$ cat src/design/pwmpc_pkg.sv
// Types, constants and divider table helpers shared by the PWM prescale calculator.
`timescale 1ns / 1ps
`default_nettype none
package pwmpc_pkg;

    localparam int FREQ_W      = 27;
    localparam int DUTY_W      = 7;
    localparam int WORD_W      = 16;
    localparam int ACT_W       = 5;
    localparam int DIV_ENTRIES = 36;
    localparam int IDX_W       = 6;
    localparam int TOT_W       = 11;
    localparam int LIM_W       = 27;
    localparam int DVD_W       = 27;
    localparam int DVS_W       = DVD_W + TOT_W;
    localparam int PROD_W      = WORD_W + DUTY_W;

    localparam logic [WORD_W-1:0] TB_BASE    = 16'h0030;
    localparam int                HSDIV_POS  = 7;
    localparam int                CLKDIV_POS = 10;

    localparam logic [ACT_W-1:0] ACT_NONE        = 5'h00;
    localparam logic [ACT_W-1:0] ACT_ZERO_CLEAR  = 5'h01;
    localparam logic [ACT_W-1:0] ACT_ZERO_SET    = 5'h02;
    localparam logic [ACT_W-1:0] ACT_CMPUP_CLEAR = 5'h10;

    localparam logic [DUTY_W-1:0] DUTY_FULL = 7'd100;
    localparam logic [DUTY_W-1:0] DUTY_ZERO = 7'd0;
    localparam logic [DVS_W-1:0]  PCT_DIV   = 38'd100;

    typedef enum logic [1:0] {
        CMD_INIT = 2'd0,
        CMD_FREQ = 2'd1,
        CMD_DUTY = 2'd2,
        CMD_NONE = 2'd3
    } t_cmd;

    typedef enum logic [3:0] {
        ST_IDLE,
        ST_DISP,
        ST_RAW_WAIT,
        ST_SEL_WAIT,
        ST_PRD,
        ST_PRD_WAIT,
        ST_DUTY,
        ST_DCMP,
        ST_DCMP_WAIT,
        ST_DONE
    } t_state;

    typedef struct packed {
        t_cmd              cmd;
        logic              channel;
        logic [FREQ_W-1:0] freq_hz;
        logic [DUTY_W-1:0] duty_percent;
    } t_in_item;

    typedef struct packed {
        logic              out_channel;
        logic [WORD_W-1:0] period_word;
        logic [WORD_W-1:0] control_word;
        logic [WORD_W-1:0] compare_a;
        logic [ACT_W-1:0]  action_word;
        logic              counter_clear;
        logic              ignored;
    } t_res_item;

    function automatic logic [2:0] div_clk(input logic [IDX_W-1:0] idx);
        logic [3:0] grp;
        grp = idx[5:2] - 4'd1;
        if (idx < 6'd8) begin
            return 3'd0;
        end
        return grp[2:0];
    endfunction

    function automatic logic [2:0] div_hs(input logic [IDX_W-1:0] idx);
        if (idx < 6'd8) begin
            return idx[2:0];
        end
        return {1'b1, idx[1:0]};
    endfunction

    function automatic logic [TOT_W-1:0] div_total(input logic [IDX_W-1:0] idx);
        logic [2:0]       hs;
        logic [TOT_W-1:0] base;
        hs = div_hs(idx);
        if (hs == 3'd0) begin
            base = 11'd1;
        end else begin
            base = {7'd0, hs, 1'b0};
        end
        return base << div_clk(idx);
    endfunction

endpackage
`default_nettype wire

$ cat src/design/pwmpc_div.sv
// Bit-serial restoring divider, one quotient bit per cycle.
`timescale 1ns / 1ps
`default_nettype none
module pwmpc_div (
    input  wire logic                       i_clk,
    input  wire logic                       i_rst_n,
    input  wire logic                       i_start,
    input  wire logic [pwmpc_pkg::DVD_W-1:0] i_dividend,
    input  wire logic [pwmpc_pkg::DVS_W-1:0] i_divisor,
    output logic                            o_done,
    output logic [pwmpc_pkg::DVD_W-1:0]     o_quot
);
    import pwmpc_pkg::*;

    localparam int CNT_W = $clog2(DVD_W + 1);

    logic [DVS_W-1:0] r_rem, n_rem;
    logic [DVD_W-1:0] r_quo, n_quo;
    logic [DVS_W-1:0] r_dvs;
    logic [CNT_W-1:0] r_cnt;
    logic             r_run;
    logic             r_done;
    logic [DVS_W:0]   trial;
    logic [DVS_W:0]   diff;

    always_comb begin
        trial = {r_rem, r_quo[DVD_W-1]};
        diff  = trial - {1'b0, r_dvs};
        if (!diff[DVS_W]) begin
            n_rem = diff[DVS_W-1:0];
            n_quo = {r_quo[DVD_W-2:0], 1'b1};
        end else begin
            n_rem = trial[DVS_W-1:0];
            n_quo = {r_quo[DVD_W-2:0], 1'b0};
        end
    end

    always_ff @(posedge i_clk) begin
        if (!i_rst_n) begin
            r_run  <= 1'b0;
            r_done <= 1'b0;
            r_cnt  <= '0;
        end else begin
            r_done <= 1'b0;
            if (i_start) begin
                r_run <= 1'b1;
                r_cnt <= CNT_W'(DVD_W);
            end else if (r_run) begin
                r_cnt <= r_cnt - 1'b1;
                if (r_cnt == CNT_W'(1)) begin
                    r_run  <= 1'b0;
                    r_done <= 1'b1;
                end
            end
        end
    end

    always_ff @(posedge i_clk) begin
        if (i_start) begin
            r_rem <= '0;
            r_quo <= i_dividend;
            r_dvs <= i_divisor;
        end else if (r_run) begin
            r_rem <= n_rem;
            r_quo <= n_quo;
        end
    end

    assign o_done = r_done;
    assign o_quot = r_quo;
endmodule
`default_nettype wire

$ cat src/design/pwmpc_sel.sv
// Prescaler table search, one entry per cycle.
`timescale 1ns / 1ps
`default_nettype none
module pwmpc_sel #(
    parameter int PERIOD_MAX = 65535
) (
    input  wire logic                        i_clk,
    input  wire logic                        i_rst_n,
    input  wire logic                        i_start,
    input  wire logic [pwmpc_pkg::DVD_W-1:0] i_raw,
    output logic                             o_done,
    output logic [pwmpc_pkg::IDX_W-1:0]      o_idx
);
    import pwmpc_pkg::*;

    logic [DVD_W-1:0] r_raw;
    logic [IDX_W-1:0] r_idx;
    logic             r_run;
    logic             r_done;
    logic [LIM_W-1:0] lim;
    logic             hit;

    always_comb begin
        lim = LIM_W'(div_total(r_idx)) * LIM_W'(PERIOD_MAX);
        hit = (LIM_W'(r_raw) <= lim) || (r_idx == IDX_W'(DIV_ENTRIES - 1));
    end

    always_ff @(posedge i_clk) begin
        if (!i_rst_n) begin
            r_run  <= 1'b0;
            r_done <= 1'b0;
            r_idx  <= '0;
        end else begin
            r_done <= 1'b0;
            if (i_start) begin
                r_run <= 1'b1;
                r_idx <= '0;
            end else if (r_run) begin
                if (hit) begin
                    r_run  <= 1'b0;
                    r_done <= 1'b1;
                end else begin
                    r_idx <= r_idx + 1'b1;
                end
            end
        end
    end

    always_ff @(posedge i_clk) begin
        if (i_start) begin
            r_raw <= i_raw;
        end
    end

    assign o_done = r_done;
    assign o_idx  = r_idx;
endmodule
`default_nettype wire

$ cat src/design/pwm_prescale_period_duty_calc.sv
// Top level: per-channel PWM prescaler, period and duty register calculator.
// Init, refused or unused requests go straight to the result; set duty may run a duty
//   division; set frequency runs up to two serial divisions, a table search and a
//   duty division.
// Throughput: one item at a time; busy stays high until the result strobe.
// Reset: synchronous, active low; all channel registers and duties clear to zero.
// The result strobe lasts one cycle and cannot be stalled by the receiver.
`timescale 1ns / 1ps
`default_nettype none
module pwm_prescale_period_duty_calc #(
    parameter int NUM_CHANNELS = 2,
    parameter int SYS_CLOCK_HZ = 100000000,
    parameter int PERIOD_MAX   = 65535
) (
    input  wire logic                 i_clk,
    input  wire logic                 i_rst_n,
    input  wire logic                 start,
    input  wire pwmpc_pkg::t_in_item  i_item,
    output logic                      busy,
    output logic                      o_valid,
    output pwmpc_pkg::t_res_item      o_res
);
    import pwmpc_pkg::*;

    localparam int CH_W = (NUM_CHANNELS > 1) ? $clog2(NUM_CHANNELS) : 1;
    localparam logic [DVD_W-1:0]  SYS_CLK = DVD_W'(SYS_CLOCK_HZ);
    localparam logic [DVD_W-1:0]  PRD_MAX = DVD_W'(PERIOD_MAX);

    t_state            r_state, n_state;
    t_cmd              r_cmd, n_cmd;
    logic              r_ch, n_ch;
    logic [FREQ_W-1:0] r_freq, n_freq;
    logic [DUTY_W-1:0] r_duty, n_duty;
    logic [IDX_W-1:0]  r_idx, n_idx;
    logic [DVS_W-1:0]  r_dvs, n_dvs;
    logic [PROD_W-1:0] r_prod, n_prod;
    logic              r_cleared, n_cleared;
    logic              r_ign, n_ign;
    logic              r_oor, n_oor;
    logic              r_valid, n_valid;
    t_res_item         r_res, n_res;

    logic [WORD_W-1:0] r_prd_st [NUM_CHANNELS];
    logic [WORD_W-1:0] r_ctl_st [NUM_CHANNELS];
    logic [WORD_W-1:0] r_cmp_st [NUM_CHANNELS];
    logic [ACT_W-1:0]  r_act_st [NUM_CHANNELS];
    logic [DUTY_W-1:0] r_dty_st [NUM_CHANNELS];

    logic              w_prd_we, w_ctl_we, w_cmp_we, w_act_we, w_dty_we;
    logic [WORD_W-1:0] w_prd, w_ctl, w_cmp;
    logic [ACT_W-1:0]  w_act;
    logic [DUTY_W-1:0] w_dty;
    logic [CH_W-1:0]   ch_idx;

    logic              div_start;
    logic [DVD_W-1:0]  div_dvd;
    logic [DVS_W-1:0]  div_dvs;
    logic              div_done;
    logic [DVD_W-1:0]  div_quot;
    logic              sel_start;
    logic              sel_done;
    logic [IDX_W-1:0]  sel_idx;

    assign ch_idx = CH_W'(r_ch);

    pwmpc_div u_div (
        .i_clk      (i_clk),
        .i_rst_n    (i_rst_n),
        .i_start    (div_start),
        .i_dividend (div_dvd),
        .i_divisor  (div_dvs),
        .o_done     (div_done),
        .o_quot     (div_quot)
    );

    pwmpc_sel #(
        .PERIOD_MAX (PERIOD_MAX)
    ) u_sel (
        .i_clk   (i_clk),
        .i_rst_n (i_rst_n),
        .i_start (sel_start),
        .i_raw   (div_quot),
        .o_done  (sel_done),
        .o_idx   (sel_idx)
    );

    always_comb begin
        n_state   = r_state;
        n_cmd     = r_cmd;
        n_ch      = r_ch;
        n_freq    = r_freq;
        n_duty    = r_duty;
        n_idx     = r_idx;
        n_dvs     = r_dvs;
        n_prod    = r_prod;
        n_cleared = r_cleared;
        n_ign     = r_ign;
        n_oor     = r_oor;
        n_valid   = 1'b0;
        n_res     = r_res;
        div_start = 1'b0;
        div_dvd   = SYS_CLK;
        div_dvs   = DVS_W'(r_freq);
        sel_start = 1'b0;
        w_prd_we  = 1'b0;
        w_ctl_we  = 1'b0;
        w_cmp_we  = 1'b0;
        w_act_we  = 1'b0;
        w_dty_we  = 1'b0;
        w_prd     = '0;
        w_ctl     = '0;
        w_cmp     = '0;
        w_act     = ACT_NONE;
        w_dty     = r_duty;

        unique case (r_state)
            ST_IDLE: begin
                if (start) begin
                    n_cmd     = i_item.cmd;
                    n_ch      = i_item.channel;
                    n_freq    = i_item.freq_hz;
                    n_duty    = i_item.duty_percent;
                    n_cleared = 1'b0;
                    n_ign     = 1'b0;
                    n_oor     = (int'(i_item.channel) >= NUM_CHANNELS);
                    n_state   = ST_DISP;
                end
            end
            ST_DISP: begin
                if (r_oor) begin
                    n_state = ST_DONE;
                end else begin
                    unique case (r_cmd)
                        CMD_INIT: begin
                            w_prd_we  = 1'b1;
                            w_ctl_we  = 1'b1;
                            w_cmp_we  = 1'b1;
                            w_act_we  = 1'b1;
                            n_cleared = 1'b1;
                            n_state   = ST_DONE;
                        end
                        CMD_FREQ: begin
                            n_duty = r_dty_st[ch_idx];
                            if (DVD_W'(r_freq) > SYS_CLK) begin
                                n_ign   = 1'b1;
                                n_state = ST_DONE;
                            end else if (r_freq == '0) begin
                                n_cleared = 1'b1;
                                w_prd_we  = 1'b1;
                                w_ctl_we  = 1'b1;
                                w_ctl     = TB_BASE;
                                n_state   = ST_DUTY;
                            end else begin
                                n_cleared = 1'b1;
                                div_start = 1'b1;
                                n_state   = ST_RAW_WAIT;
                            end
                        end
                        CMD_DUTY: begin
                            n_state = ST_DUTY;
                        end
                        CMD_NONE: begin
                            n_state = ST_DONE;
                        end
                    endcase
                end
            end
            ST_RAW_WAIT: begin
                if (div_done) begin
                    sel_start = 1'b1;
                    n_state   = ST_SEL_WAIT;
                end
            end
            ST_SEL_WAIT: begin
                if (sel_done) begin
                    n_idx   = sel_idx;
                    n_dvs   = DVS_W'(div_total(sel_idx)) * DVS_W'(r_freq);
                    n_state = ST_PRD;
                end
            end
            ST_PRD: begin
                div_start = 1'b1;
                div_dvs   = r_dvs;
                n_state   = ST_PRD_WAIT;
            end
            ST_PRD_WAIT: begin
                div_dvs = r_dvs;
                if (div_done) begin
                    w_prd_we = 1'b1;
                    w_ctl_we = 1'b1;
                    if (div_quot > PRD_MAX) begin
                        w_prd = PRD_MAX[WORD_W-1:0];
                    end else begin
                        w_prd = div_quot[WORD_W-1:0];
                    end
                    w_ctl = TB_BASE
                          | (WORD_W'(div_hs(r_idx)) << HSDIV_POS)
                          | (WORD_W'(div_clk(r_idx)) << CLKDIV_POS);
                    n_state = ST_DUTY;
                end
            end
            ST_DUTY: begin
                w_dty_we = 1'b1;
                w_cmp_we = 1'b1;
                w_act_we = 1'b1;
                priority if (r_duty >= DUTY_FULL) begin
                    w_dty   = DUTY_FULL;
                    w_act   = ACT_ZERO_SET;
                    n_state = ST_DONE;
                end else if (r_duty == DUTY_ZERO) begin
                    w_act   = ACT_ZERO_CLEAR;
                    n_state = ST_DONE;
                end else begin
                    w_cmp_we = 1'b0;
                    w_act_we = 1'b0;
                    n_prod   = PROD_W'(r_prd_st[ch_idx]) * PROD_W'(r_duty);
                    n_state  = ST_DCMP;
                end
            end
            ST_DCMP: begin
                div_start = 1'b1;
                div_dvd   = DVD_W'(r_prod);
                div_dvs   = PCT_DIV;
                n_state   = ST_DCMP_WAIT;
            end
            ST_DCMP_WAIT: begin
                if (div_done) begin
                    w_cmp_we = 1'b1;
                    w_act_we = 1'b1;
                    w_cmp    = div_quot[WORD_W-1:0];
                    w_act    = ACT_ZERO_SET | ACT_CMPUP_CLEAR;
                    n_state  = ST_DONE;
                end
            end
            ST_DONE: begin
                n_valid             = 1'b1;
                n_res.out_channel   = r_ch;
                if (r_oor) begin
                    n_res.period_word   = '0;
                    n_res.control_word  = '0;
                    n_res.compare_a     = '0;
                    n_res.action_word   = ACT_NONE;
                end else begin
                    n_res.period_word   = r_prd_st[ch_idx];
                    n_res.control_word  = r_ctl_st[ch_idx];
                    n_res.compare_a     = r_cmp_st[ch_idx];
                    n_res.action_word   = r_act_st[ch_idx];
                end
                n_res.counter_clear = r_cleared;
                n_res.ignored       = r_ign;
                n_state             = ST_IDLE;
            end
            default: begin
                n_state = ST_IDLE;
            end
        endcase
    end

    always_ff @(posedge i_clk) begin
        if (!i_rst_n) begin
            r_state   <= ST_IDLE;
            r_valid   <= 1'b0;
            r_cleared <= 1'b0;
            r_ign     <= 1'b0;
            r_oor     <= 1'b0;
        end else begin
            r_state   <= n_state;
            r_valid   <= n_valid;
            r_cleared <= n_cleared;
            r_ign     <= n_ign;
            r_oor     <= n_oor;
        end
    end

    always_ff @(posedge i_clk) begin
        r_cmd  <= n_cmd;
        r_ch   <= n_ch;
        r_freq <= n_freq;
        r_duty <= n_duty;
        r_idx  <= n_idx;
        r_dvs  <= n_dvs;
        r_prod <= n_prod;
        r_res  <= n_res;
    end

    always_ff @(posedge i_clk) begin
        if (!i_rst_n) begin
            for (int i = 0; i < NUM_CHANNELS; i++) begin
                r_prd_st[i] <= '0;
                r_ctl_st[i] <= '0;
                r_cmp_st[i] <= '0;
                r_act_st[i] <= '0;
                r_dty_st[i] <= '0;
            end
        end else begin
            if (w_prd_we) begin
                r_prd_st[ch_idx] <= w_prd;
            end
            if (w_ctl_we) begin
                r_ctl_st[ch_idx] <= w_ctl;
            end
            if (w_cmp_we) begin
                r_cmp_st[ch_idx] <= w_cmp;
            end
            if (w_act_we) begin
                r_act_st[ch_idx] <= w_act;
            end
            if (w_dty_we) begin
                r_dty_st[ch_idx] <= w_dty;
            end
        end
    end

    assign busy    = (r_state != ST_IDLE);
    assign o_valid = r_valid;
    assign o_res   = r_res;
endmodule
`default_nettype wire

$ cat config.mk
export PLATFORM = sky130hd
export DESIGN_NAME = pwm_prescale_period_duty_calc
export DESIGN_NICKNAME = d
export VERILOG_FILES = /design/src/design/pwmpc_pkg.sv /design/src/design/pwmpc_div.sv /design/src/design/pwmpc_sel.sv /design/src/design/pwm_prescale_period_duty_calc.sv
export SDC_FILE = /design/constraint.sdc
export NUM_CORES = 2
export LEC_CHECK = 0
export BUFFER_PORTS_ARGS = -buffer_cell sky130_fd_sc_hd__clkbuf_2
export CAP_MARGIN = 0
export CORE_ASPECT_RATIO = 0.5
export CORE_MARGIN = 4
export CORE_UTILIZATION = 50
export CTS_CLUSTER_DIAMETER = 120
export DETAILED_ROUTE_END_ITERATION = 12
export PLACE_DENSITY = 0.76
export REMOVE_ABC_BUFFERS = 1
export SLEW_MARGIN = 20
export SYNTH_ARGS = -nofsm -noshare
export SYNTH_HDL_FRONTEND = slang
export SYNTH_SLANG_ARGS = --single-unit
$ cat constraint.sdc
create_clock -name i_clk -period 29.1 [get_ports i_clk]
set_clock_uncertainty 0.15 [all_clocks]
set_input_delay 7.275 -clock i_clk [delete_from_list [all_inputs] [get_ports i_clk]]
set_output_delay 7.275 -clock i_clk [all_outputs]
set_load 0.03 [all_outputs]
### Word level (Yosys, flattened, before mapping)

Memories as Yosys holds them, arrays and structs flattened. A register that Yosys moved wholly into a read port is not among the register bits.
Cells that the tools add are included.

* order comparisons: 6
* reduce and logical (&&, ||, !) cells: 30
* multiply operators: 3
* $add $sub $neg: 5
* bitwise operators: 7
* eq/ne operators: 23
* shift-type cells: 2
* muxes and demuxes: 124

Operators by type and width (count)
* $mux W16: 7
* $mux W27: 3
* $pmux W38 S2: 1
* $mux W3: 19
* $mux W1: 54
* $mux W4: 10
* $sub A39 B38 Y39: 1
* $mul A11 B27 Y38: 1
* $mux W38: 1
* $pmux W4 S9: 1
* $mux W7: 5
* $reduce_or A16 Y1: 2
* $gt A27 B16 Y1 const B: 1
* $gt A27 B27 Y1 const B: 1
* $le A27 B27 Y1: 1
* $logic_not A27 Y1: 1
* $mul A11 B16 Y27 const B: 1
* $mux W13: 2
* $pmux W13 S2: 1
* $mul A16 B7 Y23: 1
* $mux W11: 2
* $mux W5: 4
* $mux W6: 3
* $eq A4 B3 Y1 const B: 4
* 42 further kinds: 73

* output and inout port bits: 58
* input bits: 40
* register bits after elaboration: 291
* RAM bits: 114
* memories kept: 5

Memory list
* r_cmp_st: words 2, width 16, rd ports 1, clocked after memory_dff 1, write ports 2, RTL line pwm_prescale_period_duty_calc.sv:45 `logic [WORD_W-1:0] r_cmp_st [NUM_CHANNELS];`
* r_prd_st: words 2, width 16, rd ports 1, clocked after memory_dff 1, write ports 2, RTL line pwm_prescale_period_duty_calc.sv:43 `logic [WORD_W-1:0] r_prd_st [NUM_CHANNELS];`
* r_ctl_st: words 2, width 13, rd ports 1, clocked after memory_dff 1, write ports 2, RTL line pwm_prescale_period_duty_calc.sv:44 `logic [WORD_W-1:0] r_ctl_st [NUM_CHANNELS];`
* r_dty_st: words 2, width 7, rd ports 1, clocked after memory_dff 1, write ports 2, RTL line pwm_prescale_period_duty_calc.sv:47 `logic [DUTY_W-1:0] r_dty_st [NUM_CHANNELS];`
* r_act_st: words 2, width 5, rd ports 1, clocked after memory_dff 1, write ports 2, RTL line pwm_prescale_period_duty_calc.sv:46 `logic [ACT_W-1:0] r_act_st [NUM_CHANNELS];`

### Depth between registers and ports, before layout

* word-level depth: 13
* gate-level depth with buffers: 40
* gate-level depth less buffers: 38

### Modules after synthesis

A second synthesis with hierarchy kept.

* cell total of the unflattened synthesis: 3371
* area, all modules: 34426.8 µm²

By module, submodules not included
* pwm_prescale_period_duty_calc: area an instance 22920.7 µm², instances 1, cells an instance 2209
* pwmpc_div: area an instance 6418.7 µm², instances 1, cells an instance 645
* pwmpc_sel: area an instance 5087.4 µm², instances 1, cells an instance 517

### Worst setup path after synthesis

Ideal clock, no wire load.

* kind: input port to flip-flop
* from: input i_rst_n
* to: memory r_act_st[0][0], enable pin
* stages on the path: 4
* setup time: 0.421 ns
* path slack: 19.174 ns
* data arrival time: 9.355 ns
* cells stage by stage: clkbuf_1 o21ai_0 a31o_2 o21ai_0

RTL lines
* start, declared: RTL line pwm_prescale_period_duty_calc.sv:16 `input wire logic i_rst_n,`
* end, declared: RTL line pwm_prescale_period_duty_calc.sv:46

### Final worst setup path

* from: register u_sel.r_idx[2] (netlist: u_sel.o_idx[2])
* to: register u_sel.r_idx[4] (netlist: u_sel.o_idx[4])

* longest elaborated chain between the ends: 11
* elaborated cells between the ends (all ways): 16
* classes of those cells: add/sub (2); mul (1); order compare (2); eq/ne (1); shift (1); mux (5); bitwise (1); reduce/logical (3)

RTL lines
* start, declared: RTL line pwmpc_sel.sv:17 `logic [IDX_W-1:0] r_idx;`
* start signal, assigned: RTL line pwmpc_sel.sv:43 `r_idx <= r_idx + 1'b1;`
* $lt A6 B4 Y1: RTL line pwmpc_pkg.sv:71, pwmpc_pkg.sv:78
* $mux W1: RTL line pwmpc_pkg.sv:71, pwmpc_pkg.sv:78
* $mux W3: RTL line pwmpc_pkg.sv:81 `return {1'b1, idx[1:0]};`
* $logic_not A3 Y1: RTL line pwmpc_pkg.sv:88 `if (hs == 3'd0) begin`
* $mux W4: RTL line pwmpc_pkg.sv:88
* $shl A4 B3 Y11: RTL line pwmpc_pkg.sv:93 `return base << div_clk(idx);`
* $mul A11 B16 Y27: RTL line pwmpc_sel.sv:24 `lim = LIM_W'(div_total(r_idx)) * LIM_W'(PERIOD_MAX);`
* $le A27 B27 Y1: RTL line pwmpc_sel.sv:25 `hit = (LIM_W'(r_raw) <= lim) || (r_idx == IDX_W'(DIV_ENTRIES - 1));`
* $logic_or A1 B1 Y1: RTL line pwmpc_sel.sv:25
* $not A1 Y1 (no source line)
* $reduce_and A2 Y1 (no source line)

Several ways; a longest one is shown, not always the timed one. The select of a mux whose other input is x is not followed.
A chain may end at the register's enable or synchronous reset.

==> flow_summary.toml <==
[outcome]
outcome = "finished clean"

[synth]
synth_area_leader_cell = "edfxtp_1"
avgSynthCellArea_um2 = 10.2
synth_edf_count = 339
yosys_most_used_dff = "edfxtp_1"
synth_warnings = 0
ys_seq_area_share_pct = 33.9
synth_top_area_share_pct = 30.3
syn-instance-count = 3288
synthTopCellsByArea = "edfxtp_1, fa_1, ha_1, inv_1, nand2_1"
yosysMostFrequentCell = "inv_1"
synthTopCellsByCount = "inv_1, nand2_1, fa_1, edfxtp_1, ha_1"
ys_ff_latch = 400
synth_cell_types = 84
ys_async_sr_fraction_pct = 0
synth_area_um2 = 33600

[die]
die_w_um = 375
start_util_pct = 51.1
row_count = 66
io_pins = 98
die-area_um2 = 71800
core_area_um2 = 65800
die_h_um = 191

[route]
avgRoutedWirePerCell_um = 18.0
ant_nets = 0
routed_wl_um = 76000
drc = 0
drt_iter0_markers = 1802
vias = 23600
vias_per_cell = 5.59
first_pass_iters = 5

[timing]
relSlewSlack_pct = 30.0
whs_ns = 0.299
tightest_slew_ns = 1.05
finalCritPeriodShare_pct = 36.9
fmax_ghz = 0.0930
setup_ws_ns = 18.35
hold_violations = 0
setup_tns_ns = 0
drv_slew = 0
rsz0062_at_grt = "false"
fin_crit_ns = 10.75
setup_viol = 0

[global_routing]
grt_pass1_vias = 24400
grt_overflow = 0
grt_max_degree = 72
antenna_found_initial = 0
grtUsageTotal_pct = 21.9
grt_pass1_wl_um = 127000

[finish]
insertedDiodeCount = 0
syn_to_final_growth_pct = 7.52
final_cell_area_um2 = 36200
final_nets = 3948
layout-drive-gt1-share_pct = 7.58

[worst_setup_path]
cp-start-kind = "register"
crit_arrival_ns = 11.07
critPathCaptureType = "register"
worstSetupPathType = "reg2reg"
worstPathMaxFanout = 31
slowest_delay_ns = 0.70
cp_slowest_cell = "fa_1"
required_ns = 29.42

[place]
dpl_cell_area_um2 = 34900
place.gp.congestion = 0.879
place_hpwl_um = 56000
port_buffers = 87
preCtsSetupSlack_ns = 18.44

[clock_tree]
clock_path_buffers = 3
cts_tree = "built"
cts-resized-gates = 0
post_cts_buffers = 0
cts_num_sinks = 400
cts_root_buffer = "clkbuf_16"
ctsHoldBuffers = 0
htree_levels = 2
clk_latency_ns = 0.59
clk_pin_slew_ns = 0.07
numCtsBuffers = 40

[power]
total_power_mw = 2.75
power_leakage_nw = 16.1
p_per_area_nw_per_um2 = 76.1
peakVddDrop_v = 0.000104

[worst_hold_path]
hold_path.class = "reg2reg"

[job]
max_cap_viol_count = 0
## logic make-up (layout without fill, tap and decap cells)
family	Yosys count	after routing	share of synthesized area (%)
simple gates	997	997	14.1
fa+ha+maj	603	603	30.1
buf+inv	574	614	6.58
compound gates	542	542	10.4
flops	400	400	33.9
xor+xnor	112	112	2.94
mux	59	59	1.92
other cells	1	10	0.0111
## layer usage
layer	global-route usage, %	part of all wire, %
met1	28.6	42
met2	38.2	49
met3	3.02	6.3
met4	6.83	3.1
met5	0	0
## stage by stage
step	cells	util [%]
after global routing	4221	55.0
after floorplan	3156	-
final	4221	55.0
after detailed placement	4147	53.0
after global placement	4147	53.0
after CTS	4221	54.9
## worst max-delay path: cells and delay by family, from the launching register on
| family | cells | cell delay, ns |
|---|---|---|
| buffers and inverters | 7 | 1.37 |
| AO/OA/AOI/OAI | 9 | 2.54 |
| XOR/XNOR | 3 | 0.76 |
| AND/OR/NAND/NOR | 7 | 1.32 |
| flip-flops | 1 | 0.55 |
| adder cells (fa/ha/maj) | 8 | 3.93 |
## state kept, by name, summed over array words and instances, names as in the netlist, 32 cells and up, named ones only
name and flops:
o_res 45, r_cmp_st 32, r_dvs 38, r_prd_st 32
u_div.r_dvs 38, u_div.r_rem 38
## layout by cell type (no fill, tap or decap), types with 35 or more instances in the layout
cell,synthesis,routed
clkbuf_16,0,41
a22o_1,36,36
xor2_1,39,39
o21ai_0,136,134
and2_1,186,186
mux2_2,44,44
clkbuf_2,1,87
inv_1,431,429
nor2_1,175,170
dfxtp_1,61,60
ha_1,258,258
nor3_1,38,36
fa_1,345,345
nand2_1,408,408
nand3_1,35,35
a21oi_1,136,135
a21o_1,57,57
edfxtp_1,339,339
xnor2_1,72,72
## cell type report
type	instances	area, µm²
Clock inverter	22	204
Timing Repair Buffer	107	586
Sequential cell	400	11400
Tap cell	884	1110
Inverter	433	1630
Clock buffer	52	1090
Multi-Input combinational cell	2323	20200
Fill cell	5496	29600
## power by group
part,internal (mW),switching (mW)
Combinational,0.548,0.806
Sequential,0.761,0.119
Clock,0.279,0.241
## final timing paths
kind                            slack, ns                          end                   startpoint  cells past startpoint
worst max-delay path                18.35  u_sel.o_idx[4]$_SDFFE_PP0P_  u_sel.o_idx[2]$_SDFFE_PP0P_                     34
worst min-delay path                 0.30           o_res[1]$_DFFE_PP_       r_cleared$_SDFFE_PN0P_                      0
worst max register to register      18.35  u_sel.o_idx[4]$_SDFFE_PP0P_  u_sel.o_idx[2]$_SDFFE_PP0P_                     34
worst min register to register       0.30           o_res[1]$_DFFE_PP_       r_cleared$_SDFFE_PN0P_                      0
Power figures use the tool's default switching activity.
